<file path="config.mk">
export PLATFORM = sky130hd
export DESIGN_NAME = sparse_fill_empty_rows_unit
export DESIGN_NICKNAME = d
export VERILOG_FILES = /design/src/hw/rtl/sfer_pkg.sv /design/src/hw/rtl/sfer_front.sv /design/src/hw/rtl/sfer_queue.sv /design/src/hw/rtl/sfer_back.sv /design/src/hw/rtl/sparse_fill_empty_rows_unit.sv
export SDC_FILE = /design/constraint.sdc
export NUM_CORES = 1
export LEC_CHECK = 0
export BUFFER_PORTS_ARGS = -buffer_cell sky130_fd_sc_hd__buf_2
export CAP_MARGIN = 20
export CORE_MARGIN = 1.5
export CORE_UTILIZATION = 58
export DETAILED_ROUTE_END_ITERATION = 10
export PLACE_DENSITY = 0.88
export SLEW_MARGIN = 20
export SYNTH_ARGS = -nofsm -noshare
export SYNTH_HDL_FRONTEND = slang
export SYNTH_SLANG_ARGS = --single-unit
</file>
<file path="constraint.sdc">
create_clock -name clk -period 12.8 [get_ports clk]
set_input_delay 1.28 -clock clk [delete_from_list [all_inputs] [get_ports clk]]
set_output_delay 1.28 -clock clk [all_outputs]
set_load 0.01 [all_outputs]
</file>
<file path="src/hw/rtl/sfer_pkg.sv">
`default_nettype none
package sfer_pkg;

    localparam int ROW_W   = 6;
    localparam int NROW_W  = 7;
    localparam int COL_W   = 32;
    localparam int VAL_W   = 64;
    localparam int POS_W   = 12;
    localparam int CNT_W   = 13;
    localparam int SUM_W   = 14;
    localparam int ADDR_W  = 4;
    localparam int DATA_W  = 64;

    localparam logic [NROW_W-1:0] MAX_ROWS   = 7'd64;
    localparam logic [SUM_W-1:0]  MAX_OUTPUT = 14'd4096;

    // result kinds
    localparam logic [1:0] KIND_COPY    = 2'd0;
    localparam logic [1:0] KIND_DEFAULT = 2'd1;
    localparam logic [1:0] KIND_END     = 2'd2;
    localparam logic [1:0] KIND_REJECT  = 2'd3;

    // register indexes, taken from paddr[3]
    localparam logic REG_ROW_LIMIT  = 1'b0;
    localparam logic REG_FILL_VALUE = 1'b1;

    localparam logic REQ_ENTRY = 1'b0;
    localparam logic REQ_END   = 1'b1;

    typedef struct packed {
        logic             req_type;
        logic [ROW_W-1:0] entry_row;
        logic [COL_W-1:0] entry_col;
        logic [VAL_W-1:0] entry_value;
    } req_t;

    typedef struct packed {
        logic [1:0]       out_kind;
        logic [ROW_W-1:0] out_row;
        logic [COL_W-1:0] out_col;
        logic [VAL_W-1:0] out_value;
        logic [POS_W-1:0] out_position;
        logic             last;
    } rsp_t;

    typedef enum logic [1:0] {
        CMD_COPY,
        CMD_FILL,
        CMD_END,
        CMD_REJECT
    } cmd_kind_t;

    // one classified item: ndef defaults from first_row, then the tail
    typedef struct packed {
        cmd_kind_t         kind;
        logic [ROW_W-1:0]  first_row;
        logic [NROW_W-1:0] ndef;
        logic [POS_W-1:0]  pos;
        logic [ROW_W-1:0]  row;
        logic [COL_W-1:0]  col;
        logic [VAL_W-1:0]  value;
    } cmd_t;

    typedef struct packed {
        logic full;
        logic empty;
    } q_status_t;

endpackage
`default_nettype wire

</file>
<file path="src/hw/rtl/sfer_front.sv">
`default_nettype none
module sfer_front (
    input  wire logic                         clk,
    input  wire logic                         rst_n,
    input  wire logic                         req_valid,
    input  wire sfer_pkg::req_t               req,
    input  wire logic [sfer_pkg::NROW_W-1:0]  row_limit,
    input  wire sfer_pkg::q_status_t          q_status,
    output logic                              push,
    output sfer_pkg::cmd_t                    cmd
);

    logic [sfer_pkg::NROW_W-1:0] next_row_reg, next_row_next;
    logic [sfer_pkg::CNT_W-1:0]  out_count_reg, out_count_next;

    logic [sfer_pkg::NROW_W-1:0] rows;
    logic [sfer_pkg::NROW_W-1:0] row7;
    logic [sfer_pkg::NROW_W-1:0] gap_e;
    logic [sfer_pkg::NROW_W-1:0] gap_b;
    logic [sfer_pkg::SUM_W-1:0]  sum_e;
    logic [sfer_pkg::SUM_W-1:0]  sum_b;
    logic                        bad_e;

    assign push = req_valid && !q_status.full;

    always_comb
    begin
        rows  = (row_limit > sfer_pkg::MAX_ROWS) ? sfer_pkg::MAX_ROWS : row_limit;
        row7  = {1'b0, req.entry_row};
        gap_e = (row7 >= next_row_reg) ? row7 - next_row_reg : '0;
        gap_b = (next_row_reg < rows) ? rows - next_row_reg : '0;
        sum_e = {1'b0, out_count_reg} + {{(sfer_pkg::SUM_W-sfer_pkg::NROW_W){1'b0}}, gap_e}
                + sfer_pkg::SUM_W'(1);
        sum_b = {1'b0, out_count_reg} + {{(sfer_pkg::SUM_W-sfer_pkg::NROW_W){1'b0}}, gap_b};
        bad_e = (row7 >= rows)
                || ((next_row_reg != '0) && ((row7 + 7'd1) < next_row_reg))
                || (sum_e > sfer_pkg::MAX_OUTPUT);
    end

    always_comb
    begin
        cmd.first_row  = next_row_reg[sfer_pkg::ROW_W-1:0];
        cmd.pos        = out_count_reg[sfer_pkg::POS_W-1:0];
        next_row_next  = next_row_reg;
        out_count_next = out_count_reg;
        if (req.req_type == sfer_pkg::REQ_END)
        begin
            cmd.row   = '0;
            cmd.col   = '0;
            cmd.value = '0;
            if (gap_b == '0)
            begin
                cmd.kind = sfer_pkg::CMD_END;
                cmd.ndef = '0;
            end
            else if (sum_b > sfer_pkg::MAX_OUTPUT)
            begin
                cmd.kind = sfer_pkg::CMD_REJECT;
                cmd.ndef = '0;
            end
            else
            begin
                cmd.kind = sfer_pkg::CMD_FILL;
                cmd.ndef = gap_b;
            end
            // batch closes whatever the outcome
            next_row_next  = '0;
            out_count_next = '0;
        end
        else
        begin
            cmd.row   = req.entry_row;
            cmd.col   = req.entry_col;
            cmd.value = req.entry_value;
            if (bad_e)
            begin
                cmd.kind = sfer_pkg::CMD_REJECT;
                cmd.ndef = '0;
            end
            else
            begin
                cmd.kind       = sfer_pkg::CMD_COPY;
                cmd.ndef       = gap_e;
                next_row_next  = row7 + 7'd1;
                out_count_next = sum_e[sfer_pkg::CNT_W-1:0];
            end
        end
    end

    always_ff @(posedge clk or negedge rst_n)
    begin
        if (!rst_n)
        begin
            next_row_reg  <= '0;
            out_count_reg <= '0;
        end
        else if (push)
        begin
            next_row_reg  <= next_row_next;
            out_count_reg <= out_count_next;
        end
    end

endmodule
`default_nettype wire

</file>
<file path="src/hw/rtl/sfer_queue.sv">
`default_nettype none
module sfer_queue (
    input  wire logic               clk,
    input  wire logic               rst_n,
    input  wire logic               push,
    input  wire sfer_pkg::cmd_t     wr_data,
    input  wire logic               pop,
    output sfer_pkg::cmd_t          rd_data,
    output sfer_pkg::q_status_t     status
);

    sfer_pkg::cmd_t mem_reg [2];
    logic       wr_ptr_reg, wr_ptr_next;
    logic       rd_ptr_reg, rd_ptr_next;
    logic [1:0] count_reg, count_next;

    assign status.full  = (count_reg == 2'd2);
    assign status.empty = (count_reg == 2'd0);
    assign rd_data      = mem_reg[rd_ptr_reg];

    always_comb
    begin
        wr_ptr_next = push ? !wr_ptr_reg : wr_ptr_reg;
        rd_ptr_next = pop ? !rd_ptr_reg : rd_ptr_reg;
        count_next  = count_reg + {1'b0, push} - {1'b0, pop};
    end

    always_ff @(posedge clk)
    begin
        if (push)
        begin
            mem_reg[wr_ptr_reg] <= wr_data;
        end
    end

    always_ff @(posedge clk or negedge rst_n)
    begin
        if (!rst_n)
        begin
            wr_ptr_reg <= 1'b0;
            rd_ptr_reg <= 1'b0;
            count_reg  <= 2'd0;
        end
        else
        begin
            wr_ptr_reg <= wr_ptr_next;
            rd_ptr_reg <= rd_ptr_next;
            count_reg  <= count_next;
        end
    end

endmodule
`default_nettype wire

</file>
<file path="src/hw/rtl/sfer_back.sv">
`default_nettype none
module sfer_back (
    input  wire logic                         clk,
    input  wire logic                         rst_n,
    input  wire sfer_pkg::q_status_t          q_status,
    input  wire sfer_pkg::cmd_t               q_data,
    output logic                              pop,
    input  wire logic [sfer_pkg::VAL_W-1:0]   fill_value,
    output logic                              rsp_valid,
    input  wire logic                         rsp_stall,
    output sfer_pkg::rsp_t                    rsp
);

    logic                        active_reg, active_next;
    sfer_pkg::cmd_t              cmd_reg;
    logic [sfer_pkg::NROW_W-1:0] left_reg, left_next;
    logic [sfer_pkg::ROW_W-1:0]  row_reg, row_next;
    logic [sfer_pkg::POS_W-1:0]  pos_reg, pos_next;
    logic                        out_valid_reg, out_valid_next;
    sfer_pkg::rsp_t              out_reg, out_next;

    logic load;
    logic tail;

    assign load      = !out_valid_reg || !rsp_stall;
    assign pop       = !active_reg && !q_status.empty;
    assign tail      = (cmd_reg.kind != sfer_pkg::CMD_FILL);
    assign rsp_valid = out_valid_reg;
    assign rsp       = out_reg;

    always_comb
    begin
        active_next    = active_reg;
        left_next      = left_reg;
        row_next       = row_reg;
        pos_next       = pos_reg;
        out_valid_next = out_valid_reg;
        out_next       = out_reg;
        if (pop)
        begin
            active_next = 1'b1;
            left_next   = q_data.ndef;
            row_next    = q_data.first_row;
            pos_next    = q_data.pos;
        end
        if (load)
        begin
            out_valid_next = active_reg;
            if (active_reg)
            begin
                if (left_reg != '0)
                begin
                    // inserted default for a skipped row
                    out_next.out_kind     = sfer_pkg::KIND_DEFAULT;
                    out_next.out_row      = row_reg;
                    out_next.out_col      = '0;
                    out_next.out_value    = fill_value;
                    out_next.out_position = pos_reg;
                    out_next.last         = !tail && (left_reg == 7'd1);
                    left_next             = left_reg - 7'd1;
                    row_next              = row_reg + 6'd1;
                    pos_next              = pos_reg + 12'd1;
                    if (!tail && (left_reg == 7'd1))
                    begin
                        active_next = 1'b0;
                    end
                end
                else
                begin
                    out_next.out_row      = cmd_reg.row;
                    out_next.out_col      = cmd_reg.col;
                    out_next.out_value    = cmd_reg.value;
                    out_next.out_position = '0;
                    out_next.last         = 1'b1;
                    case (cmd_reg.kind)
                        sfer_pkg::CMD_COPY:
                        begin
                            out_next.out_kind     = sfer_pkg::KIND_COPY;
                            out_next.out_position = pos_reg;
                        end
                        sfer_pkg::CMD_END:
                        begin
                            out_next.out_kind = sfer_pkg::KIND_END;
                        end
                        default:
                        begin
                            out_next.out_kind = sfer_pkg::KIND_REJECT;
                        end
                    endcase
                    active_next = 1'b0;
                end
            end
        end
    end

    always_ff @(posedge clk)
    begin
        if (pop)
        begin
            cmd_reg <= q_data;
        end
        left_reg <= left_next;
        row_reg  <= row_next;
        pos_reg  <= pos_next;
        out_reg  <= out_next;
    end

    always_ff @(posedge clk or negedge rst_n)
    begin
        if (!rst_n)
        begin
            active_reg    <= 1'b0;
            out_valid_reg <= 1'b0;
        end
        else
        begin
            active_reg    <= active_next;
            out_valid_reg <= out_valid_next;
        end
    end

endmodule
`default_nettype wire

</file>
<file path="src/hw/rtl/sparse_fill_empty_rows_unit.sv">
// sparse_fill_empty_rows_unit: streams sparse coordinate entries in row order
// and fills every row that has no entry with a default entry.
// req channel (req_valid/req_stall/req): one sparse entry or an end-of-batch
// marker per transfer. rsp channel (rsp_valid/rsp_stall/rsp): copied entries,
// inserted defaults, batch-end or reject results, last set on the final
// result of each request.
// The front classifies a request in the cycle it is taken and posts it to a
// two-deep command queue; the back expands it one result per cycle while
// rsp_stall is low. The first result of a request passes the queue, the
// back's command registers and the output register. The back picks up the
// next command only after the last result of the current one.
// A stalled receiver holds the output register; the back then halts and the
// queue fills, after which req_stall rises.
// Registers over APB: row limit at 0x0, fill value at 0x8, 64-bit data.
// Reset clears row and position counters, queue and output valid, and
// sets the row limit to 64 and the fill value to 0.
`default_nettype none
module sparse_fill_empty_rows_unit (
    input  wire logic                         clk,
    input  wire logic                         rst_n,
    input  wire logic                         req_valid,
    output logic                              req_stall,
    input  wire sfer_pkg::req_t               req,
    output logic                              rsp_valid,
    input  wire logic                         rsp_stall,
    output sfer_pkg::rsp_t                    rsp,
    input  wire logic                         psel,
    input  wire logic                         penable,
    input  wire logic                         pwrite,
    input  wire logic [sfer_pkg::ADDR_W-1:0]  paddr,
    input  wire logic [sfer_pkg::DATA_W-1:0]  pwdata,
    output logic [sfer_pkg::DATA_W-1:0]       prdata,
    output logic                              pready
);

    logic [sfer_pkg::NROW_W-1:0] row_limit_reg;
    logic [sfer_pkg::VAL_W-1:0]  fill_value_reg;

    logic                 push;
    logic                 pop;
    sfer_pkg::cmd_t       push_cmd;
    sfer_pkg::cmd_t       head_cmd;
    sfer_pkg::q_status_t  q_status;

    assign pready    = 1'b1;
    assign req_stall = q_status.full;

    always_comb
    begin
        case (paddr[3])
            sfer_pkg::REG_ROW_LIMIT:
                prdata = {{(sfer_pkg::DATA_W-sfer_pkg::NROW_W){1'b0}}, row_limit_reg};
            default:
                prdata = fill_value_reg;
        endcase
    end

    always_ff @(posedge clk or negedge rst_n)
    begin
        if (!rst_n)
        begin
            row_limit_reg  <= sfer_pkg::MAX_ROWS;
            fill_value_reg <= '0;
        end
        else if (psel && penable && pwrite && pready)
        begin
            case (paddr[3])
                sfer_pkg::REG_ROW_LIMIT:
                    row_limit_reg <= pwdata[sfer_pkg::NROW_W-1:0];
                default:
                    fill_value_reg <= pwdata;
            endcase
        end
    end

    sfer_front u_front (
        .clk       (clk),
        .rst_n     (rst_n),
        .req_valid (req_valid),
        .req       (req),
        .row_limit (row_limit_reg),
        .q_status  (q_status),
        .push      (push),
        .cmd       (push_cmd)
    );

    sfer_queue u_queue (
        .clk     (clk),
        .rst_n   (rst_n),
        .push    (push),
        .wr_data (push_cmd),
        .pop     (pop),
        .rd_data (head_cmd),
        .status  (q_status)
    );

    sfer_back u_back (
        .clk        (clk),
        .rst_n      (rst_n),
        .q_status   (q_status),
        .q_data     (head_cmd),
        .pop        (pop),
        .fill_value (fill_value_reg),
        .rsp_valid  (rsp_valid),
        .rsp_stall  (rsp_stall),
        .rsp        (rsp)
    );

endmodule
`default_nettype wire
</file>
[After elaboration in Yosys (flattened, before gate mapping)]
Memories as Yosys holds them, arrays and structs flattened.
Cells that the tools add are included.
Widths: inputs -> output; s select.
Storage, ports and cells
  bits in registers: 343
  RAM bits: 258
  bits of input ports: 178
  output and inout bits: 184
  memories: 1
Operators by class
  $add $sub $neg: 11
  order comparisons: 7
  eq/ne operators: 5
  mux-type cells: 39
  bitwise operators: 1
  reductions and logical operators: 26
Memories
  u_queue.mem_reg: words 2, bits a word 129, rd ports 1, clocked after memory_dff 0, write ports 1, RTL line sfer_queue.sv:12  | sfer_pkg::cmd_t mem_reg [2];
Operator list (count)
  $mux 115: 1
  $mux 102: 1
  $mux 7: 13
  $mux 64: 1
  $mux 12: 5
  $add 13x7->14: 2
  $gt 14x13->1 const B: 2
  $mux 13: 2
  $mux 6: 4
  $add 14x1->14 const B: 1
  $ge 6x7->1: 2
  $lt 7x7->1: 2
  $reduce_bool 7->1: 2
  $add 12x1->12 const B: 1
  $logic_not 1->1: 8
  $mux 2: 4
  $reduce_and 2->1: 4
  $add 6x1->7 const B: 1
  $eq 7x1->1 const B: 1
  $gt 7x7->1 const B: 1
  $logic_not 7->1: 1
  $mux 1: 7
  $sub 6x7->7: 1
  $sub 7x1->7 const B: 1
  other kinds (12): 21

[Longest topological paths before layout]
Gate-level depths: netlist (run 1).
  depth in word-level cells: 9
  gate-level depth with buffers: 23
  mapped depth without buffers: 20

[By module]
From an unflattened synthesis (run 1), not the netlist that was laid out.
Second synthesis, totals
  cells, all modules: 1745
  area total of the unflattened synthesis: 26400.3 um2
Modules (own cells, without submodules)
  sfer_queue: instances 1, cells an instance 416, area an instance 9531.6 um2
  sfer_back: instances 1, cells an instance 537, area an instance 9387.8 um2
  sfer_front: instances 1, cells an instance 569, area an instance 4105.2 um2
  sparse_fill_empty_rows_unit: instances 1, cells an instance 223, area an instance 3375.7 um2

[Least setup slack after synthesis (run 1)]
OpenSTA, ideal clock, no wires.
  path kind: input to register
  start: input port rsp_stall
  end: register u_back.row_reg[5] (netlist name)
  setup time: 300 ps
  arrival time: 11377 ps
  data required time: 12500 ps
  slack: 1123 ps
  cell stages on the path: 7
  path buffers: 2
  path through: a21boi_0 -> and2_1 -> clkbuf_1 -> clkbuf_1 -> nand3_1 -> a21oi_1 -> a21oi_1
On the way
  longest elaborated chain between the ends: 3
RTL lines
  start, declared: RTL line sparse_fill_empty_rows_unit.sv:25  | input wire logic rsp_stall,
  $logic_not 1->1: RTL line sfer_back.sv:25  | assign load = !out_valid_reg || !rsp_stall;
  $logic_or 1x1->1: RTL line sfer_back.sv:25
  $mux 6: RTL line sfer_back.sv:46  | if (load)
  via u_back.row_next (one bit): RTL line sfer_back.sv:17  | logic [sfer_pkg::ROW_W-1:0] row_reg, row_next;
  end signal, assigned: RTL line sfer_back.sv:103  | row_reg <= row_next;
  end, declared: RTL line sfer_back.sv:17
The timed path passes the listed nets, and every way through them passes these cells.
A chain may end at the register's enable or synchronous reset.

==> reports/qor_table.md, run 1 <==
| Result | Reported |
| --- | --- |
| Overall overflow remaining after global route | 0 |
| Mean area per synthesized cell | 13.80 um2 |
| Largest cells by area after synthesis | sky130_fd_sc_hd__edfxtp_1 (56%), sky130_fd_sc_hd__dfrtp_1 (9.3%), sky130_fd_sc_hd__mux2_2 (8.0%) |
| Synth area leader | sky130_fd_sc_hd__edfxtp_1 |
| Port bufs | 357 |
| Flip-flop and latch count after synthesis | 601 |
| I/O pin count | 362 |
| Critical Path, Cell by Cell | buf_2 -> ha_1 -> a21o_1 -> a21o_1 -> a21o_1 -> a21o_1 -> and2_1 -> o31ai_1 -> buf_4 -> nor2_1 -> ha_1 -> o21a_1 -> o31a_1 -> nor4b_2 -> o32ai_1 -> a21oi_1 -> nand4_1 -> nand2_1 -> o21ai_0 |
| DRC marker count from the first detailed-route iteration | 1656 |
| Area enclosed by the die boundary | 45640 um2 |
| Die width | 213.6 um |
| Floorplan core area | 43460 um2 |
| Post-CTS Resized | 0 |
| Share of flip-flops with an asynchronous set or reset | 16.14% |
| Slowest CP cell | sky130_fd_sc_hd__a21oi_1 |
| Kind of path behind the tightest hold check | reg -> reg |
| Worst slew pin tran | 1102 ps |
| Area occupied by multi-input gates | 7886 um2 |
| Post-CTS Repair Setup Buffers | 0 |
| Layout overhead on the synthesized area | 16.07% |
| Number of setup violations in the final report | 0 |
| Highest net fanout along the worst path | 11 |
| Starting density of the core | 59.22% |
| Number of non-filler instances in the completed layout | 2847 |
| Vias after detailed routing | 16680 |
| Sum of negative setup slack | 0 ps |
| Setup Skew | 20.29 ps |
| Vias in the first global route | 16160 |
| Gp weighted congestion | 0.9353 |
| Worst slew margin | 26.51% |
| Number of flops mapped to enable cells by yosys | 479 |
| # rows | 76 |
| Count of final max-slew check failures | 0 |
| TritonCTS clock tree | built |
| Clock-pin slew on the worst setup and hold paths | 60 ps |
| Worst hold slack across all endpoints | 494.6 ps |
| Total buffers and inverters traversed by the critical path | 2 |
| Crit path max-delay family | compound AO/OA/AOI/OAI gates |
| Final critical delay including setup and external delays | 6082 ps |
| Total wire length after detailed routing | 62.84 mm |
| Total Power Consumption | 0.006656 W |
| Most common cell after layout, fill and taps aside | sky130_fd_sc_hd__edfxtp_1 |
| Max FFs per register | 258 |
| Net Count, Synth | 2095 |
| Number of buffers created by CTS | 57 |
| Estimated wirelength of the detail-placed design | 41.55 mm |
| Number of filler cells placed in the layout | 2870 |
| Final worst-path setup slack | 6718 ps |
| Root Driver | sky130_fd_sc_hd__clkbuf_16 |
| Global-route wire length before repair | 92.47 mm |
| Number of distinct library cells after synthesis | 73 |
| Hold violation count in the final report | 0 |
| Top cell type's share of synthesized area | 55.89% |
| Netlist area before placement | 25740 um2 |
| Synth warnings | 0 |
| Most frequent cells in the layout | sky130_fd_sc_hd__edfxtp_1 (479), sky130_fd_sc_hd__buf_2 (355), sky130_fd_sc_hd__nand2_1 (259) |
| All-Layer GR Usage | 26.90% |
| Static Leakage | 11.98 nW |
| DP Worst Slack | 6216 ps |
| Remaining routing DRC violations | 0 |
| Maximum number of pins on one net before global-route repair | 76 |
| Period utilisation layout | 47.52% |
| Most common flop cell mapped by yosys | sky130_fd_sc_hd__edfxtp_1 |
| Register Area | 17320 um2 |
| CTS Sinks | 601 |
| Arrival time of the worst setup path | 6330 ps |
| Max Cap Violations | 0 |
| Data required time of the worst path | 13050 ps |
| Via density per instance | 5.860 |
| Level count of the clock H-tree | 2 |
| Critical path endpoint category | flop |
| Maximum count of clock buffers along a single path | 3 |
| Kind of start point of the critical path | input pin |
| Total power per unit cell area | 222.8 nW/um2 |
| Clock latency of the later-clocked register in the worst-skew pair | 610 ps |
| Maximum operating frequency | 164.4 MHz |
| Routed wire per std cell | 22.07 um |
| Critical setup path kind | in -> reg |
| Final Net Count | 2432 |
| Instance count after placement with tap cells included | 2728 |
| IR drop worst, VDD | 0.0001179 V |
| Layout cell share with drive strength beyond 1 | 29.61% |
| Outcome | complete, no violations |
| Number of iterations in the first detailed-routing pass | 5 |
| Number of nets with antenna violations after detailed routing | 0 |
| Critical path's largest stage delay | 660 ps |
| Antenna violations before repair | 15 |
| CP dominant cell by count | sky130_fd_sc_hd__a21o_1 |
| Proportion of synthesized chip area in sequential cells | 67.27% |
| RSZ-0062 raised after global routing | false |
| Die boundary height | 213.6 um |
| # hold bufs at CTS | 0 |
| Gate count of the mapped netlist | 1865 |
-- where the power goes --
group | leakage, nW | switching [W] | internal [W] | total [W]
combinational | 5.16 | 0.00124 | 0.000806 | 0.00204
sequential | 5.93 | 0.000286 | 0.00270 | 0.00299
clock | 0.887 | 0.000713 | 0.000913 | 0.00163
-- per-stage QoR --
stage | cell area [um2] | util (%)
3_5_place_dp | 28030 | 64.51
4_1_cts | 29840 | 68.67
2_1_floorplan | 25740 | -
3_3_place_gp | 28030 | 64.51
6_report | 29870 | 68.74
5_1_grt | 29860 | 68.71
-- kinds of logic after synthesis --
kind of cell	synth area share, %
AND/OR/NAND/NOR	12.56
buffers and inverters	2.193
multiplexers	9.018
AO/OA/AOI/OAI	5.348
adder cells (fa/ha/maj)	2.645
other	0.01457
flip-flops	67.27
XOR/XNOR	0.9529
-- cell usage after synthesis, types with 10 or more instances --
cell / n
sky130_fd_sc_hd__a211oi_1: 10
sky130_fd_sc_hd__a21o_1: 14
sky130_fd_sc_hd__a21oi_1: 37
sky130_fd_sc_hd__and2_1: 62
sky130_fd_sc_hd__and3_1: 45
sky130_fd_sc_hd__clkbuf_1: 83
sky130_fd_sc_hd__dfrtp_1: 96
sky130_fd_sc_hd__dfxtp_1: 25
sky130_fd_sc_hd__edfxtp_1: 479
sky130_fd_sc_hd__ha_1: 48
sky130_fd_sc_hd__inv_1: 48
sky130_fd_sc_hd__mux2_2: 183
sky130_fd_sc_hd__mux2i_1: 26
sky130_fd_sc_hd__nand2_1: 260
sky130_fd_sc_hd__nand2b_1: 12
sky130_fd_sc_hd__nand3_1: 27
sky130_fd_sc_hd__nand4_1: 20
sky130_fd_sc_hd__nor2_1: 44
sky130_fd_sc_hd__nor2b_1: 119
sky130_fd_sc_hd__nor3_1: 18
sky130_fd_sc_hd__o211ai_1: 13
sky130_fd_sc_hd__o21ai_0: 30
sky130_fd_sc_hd__xnor2_1: 19
-- metal layers --
layer	GRT usage, %	vias to the layer above	routed length, um
li1	-	7496	-
met1	34.96	8271	24760
met2	44.83	745	30740
met3	4.818	159	4880
met4	11.34	12	2395
met5	0	-	71
-- final timing paths --
check	from	endpoint	slack (ps)	depth (start not counted)
worst max-delay path	req[97]	u_queue.mem_reg[0][127]	6720	19
worst max register to register	u_front.next_row_reg[1]	u_queue.mem_reg[0][127]	6940	19
worst min-delay path	u_back.pos_reg[11]	u_back.pos_reg[11]	490	1
worst min register to register	u_back.pos_reg[11]	u_back.pos_reg[11]	490	1
min in group asynchronous	rst_n	u_front.out_count_reg[10]	640	1
max in group asynchronous	rst_n	fill_value_reg[19]	10800	2
-- final cells by class --
type	instances	area share, %
inverter	48	0.6199
sequential	601	57.97
clock buffer	82	5.361
multi-input combinational	1121	26.40
clock inverter	24	0.6911
tap	585	2.450
antenna	13	0.1089
timing repair buffer	373	6.400
No activity file was read; power rests on OpenSTA's default activity.
==> inputs of run 2 (changes only) <==
==> constraint.sdc (replaced) <==
create_clock -name clk -period 5.8 [get_ports clk]
set_input_delay 0.58 -clock clk [delete_from_list [all_inputs] [get_ports clk]]
set_output_delay 0.58 -clock clk [all_outputs]
set_load 0.01 [all_outputs]
==> reports/qor_table.md, run 2 (synthesis gave the netlist of run 1 again) <==
| Result | Reported | vs previous |
| --- | --- | --- |
| Overall overflow remaining after global route | 0 | unchanged |
| CTS Sinks | 601 | unchanged |
| Outcome | complete, no violations |  |
| Highest net fanout along the worst path | 11 | unchanged |
| Worst slew pin tran | 1011 ps | -91.33 ps |
| Final Net Count | 2441 | +0.37% |
| Clock-pin slew on the worst setup and hold paths | 70 ps | about the same |
| Static Leakage | 12.04 nW | +0.51% |
| Most common cell after layout, fill and taps aside | sky130_fd_sc_hd__edfxtp_1 |  |
| Starting density of the core | 59.22% | unchanged |
| Layout overhead on the synthesized area | 16.53% |  |
| Sum of negative setup slack | 0 ps | unchanged |
| Worst hold slack across all endpoints | 201.2 ps | -293.4 ps |
| Die boundary height | 213.6 um | unchanged |
| Maximum operating frequency | 187.0 MHz |  |
| Die width | 213.6 um | unchanged |
| Register Area | 17320 um2 | unchanged |
| All-Layer GR Usage | 26.51% | -0.39 points |
| Number of buffers created by CTS | 58 | +1.8% |
| Global-route wire length before repair | 91.00 mm | -1.6% |
| Total power per unit cell area | 492.7 nW/um2 | +120% |
| TritonCTS clock tree | built |  |
| Area occupied by multi-input gates | 7886 um2 | unchanged |
| Antenna violations before repair | 16 | +1 |
| Vias after detailed routing | 16550 | -0.80% |
| Total Power Consumption | 0.01478 W | +120% |
| Total wire length after detailed routing | 62.19 mm | -1.0% |
| Critical path endpoint category | flop |  |
| Max FFs per register | 258 | unchanged |
| Setup Skew | 10.63 ps | -9.657 ps |
| I/O pin count | 362 | unchanged |
| Number of setup violations in the final report | 0 | unchanged |
| Maximum number of pins on one net before global-route repair | 92 | +21% |
| Root Driver | sky130_fd_sc_hd__clkbuf_16 |  |
| IR drop worst, VDD | 0.0002741 V | +130% |
| Port bufs | 357 | unchanged |
| Routed wire per std cell | 21.79 um | -1.3% |
| Worst slew margin | 32.60% | +6.1 points |
| Critical setup path kind | reg -> reg |  |
| Estimated wirelength of the detail-placed design | 41.04 mm | -1.2% |
| DRC marker count from the first detailed-route iteration | 1660 | +0.24% |
| Number of cells on the worst hold path | 2 | +1 |
| Most frequent cells in the layout | sky130_fd_sc_hd__edfxtp_1 (479), sky130_fd_sc_hd__buf_2 (354), sky130_fd_sc_hd__nand2_1 (259) |  |
| Post-CTS Resized | 0 | unchanged |
| # rows | 76 | unchanged |
| Arrival time of the worst setup path | 5710 ps | -620 ps |
| Vias in the first global route | 16140 | -0.11% |
| Max Cap Violations | 0 | unchanged |
| Worst-case reg-to-reg path depth | 19 | unchanged |
| Level count of the clock H-tree | 2 | unchanged |
| Clock latency of the later-clocked register in the worst-skew pair | 610 ps | about the same |
| Kind of start point of the critical path | flop |  |
| Layout cell share with drive strength beyond 1 | 29.88% | +0.27 points |
| Maximum count of clock buffers along a single path | 3 | unchanged |
| Number of filler cells placed in the layout | 2814 | -2.0% |
| Via density per instance | 5.799 | -1.0% |
| Number of iterations in the first detailed-routing pass | 8 | +3 |
| Gp weighted congestion | 0.8685 | -7.1% |
| Floorplan core area | 43460 um2 | unchanged |
| Data required time of the worst path | 6160 ps | -6890 ps |
| Area enclosed by the die boundary | 45640 um2 | unchanged |
| Kind of path behind the tightest hold check | in -> reg |  |
| Period utilisation layout | 92.18% |  |
| Number of nets with antenna violations after detailed routing | 0 | unchanged |
| Hold violation count in the final report | 0 | unchanged |
| Remaining routing DRC violations | 0 | unchanged |
| Final critical delay including setup and external delays | 5347 ps |  |
| RSZ-0062 raised after global routing | false |  |
| Count of final max-slew check failures | 0 | unchanged |
run 2: changes by cell type in the layout (fill, tap and decap cells not counted), sizes merged:
cell         before  now
clkinv           19   26
bufinv            2    4
clkbuf           82   73
dlygate4sd3       0    1
diode            13   10
clkinvlp          1    3
buf             373  380
run 2: critical path: stages, from the launching register on:
cell                      delay, ps
sky130_fd_sc_hd__dfrtp_1        450
sky130_fd_sc_hd__inv_1          210
sky130_fd_sc_hd__ha_1           290
sky130_fd_sc_hd__a21o_1         180
sky130_fd_sc_hd__a21o_1         190
sky130_fd_sc_hd__a21o_1         180
sky130_fd_sc_hd__a21o_1         190
sky130_fd_sc_hd__and2_1         170
sky130_fd_sc_hd__o31ai_1        260
sky130_fd_sc_hd__buf_4          240
sky130_fd_sc_hd__nor2_1          60
sky130_fd_sc_hd__ha_1           260
sky130_fd_sc_hd__nor2b_1        150
sky130_fd_sc_hd__o31a_1         320
sky130_fd_sc_hd__nor4b_2        420
sky130_fd_sc_hd__nor3_1         150
sky130_fd_sc_hd__o31ai_1        390
sky130_fd_sc_hd__a31o_2         410
sky130_fd_sc_hd__nand3_4        170
sky130_fd_sc_hd__o32ai_1        420
run 2: routing by layer:
layer	global-route usage (%)	routed length (um)	vias up
met5	0	82	-
met4	11.97	2528	12
met3	6.298	5343	170
met2	44.29	30660	781
met1	32.95	23570	8072
li1	-	-	7515
run 2: final cells by class:
| type | count | area share, % |
|---|---|---|
| Sequential cell | 601 | 57.74 |
| Multi-Input combinational cell | 1121 | 26.30 |
| Timing Repair Buffer | 381 | 6.646 |
| Clock buffer | 73 | 5.161 |
| Tap cell | 585 | 2.441 |
| Clock inverter | 35 | 1.014 |
| Inverter | 48 | 0.6175 |
| Antenna cell | 10 | 0.08344 |
run 2: metrics by stage:
step / utilization (%) / worst slack [ps] / cells / cell area (um2)
CTS: 68.94 / 530.9 / 2844 / 29960
global placement: 64.66 / 529.3 / 2735 / 28100
floorplan: - / 368.2 / 1865 / 25740
finish: 69.01 / 453.3 / 2854 / 29990
global route: 69.00 / 160.0 / 2852 / 29990
detailed placement: 64.66 / 444.3 / 2735 / 28100
run 2: what timing repair did:
action	in CTS	in global routing
hold buffers	1	0
buffers inserted	0	0
hold endpoints to repair	26	0
run 2: final timing paths:
path,from,slack [ps],endpoint
max in group asynchronous,rst_n,4250,fill_value_reg[8]
hold reg to reg,u_back.left_reg[6],480,u_back.left_reg[6]
hold / removal,pwdata[33],200,fill_value_reg[33]
setup / recovery,u_front.next_row_reg[1],450,u_queue.mem_reg[1][115]
min in group asynchronous,rst_n,450,u_front.out_count_reg[12]
setup reg to reg,u_front.next_row_reg[1],450,u_queue.mem_reg[1][115]
run 2: where the power goes:
part / leakage, nW / total [W] / internal, W / switching, W
Clock: 0.904 / 0.00366 / 0.00207 / 0.00159
Sequential: 5.93 / 0.00654 / 0.00596 / 0.000582
Combinational: 5.21 / 0.00457 / 0.00181 / 0.00276
Total: 12.0 / 0.0148 / 0.00984 / 0.00494
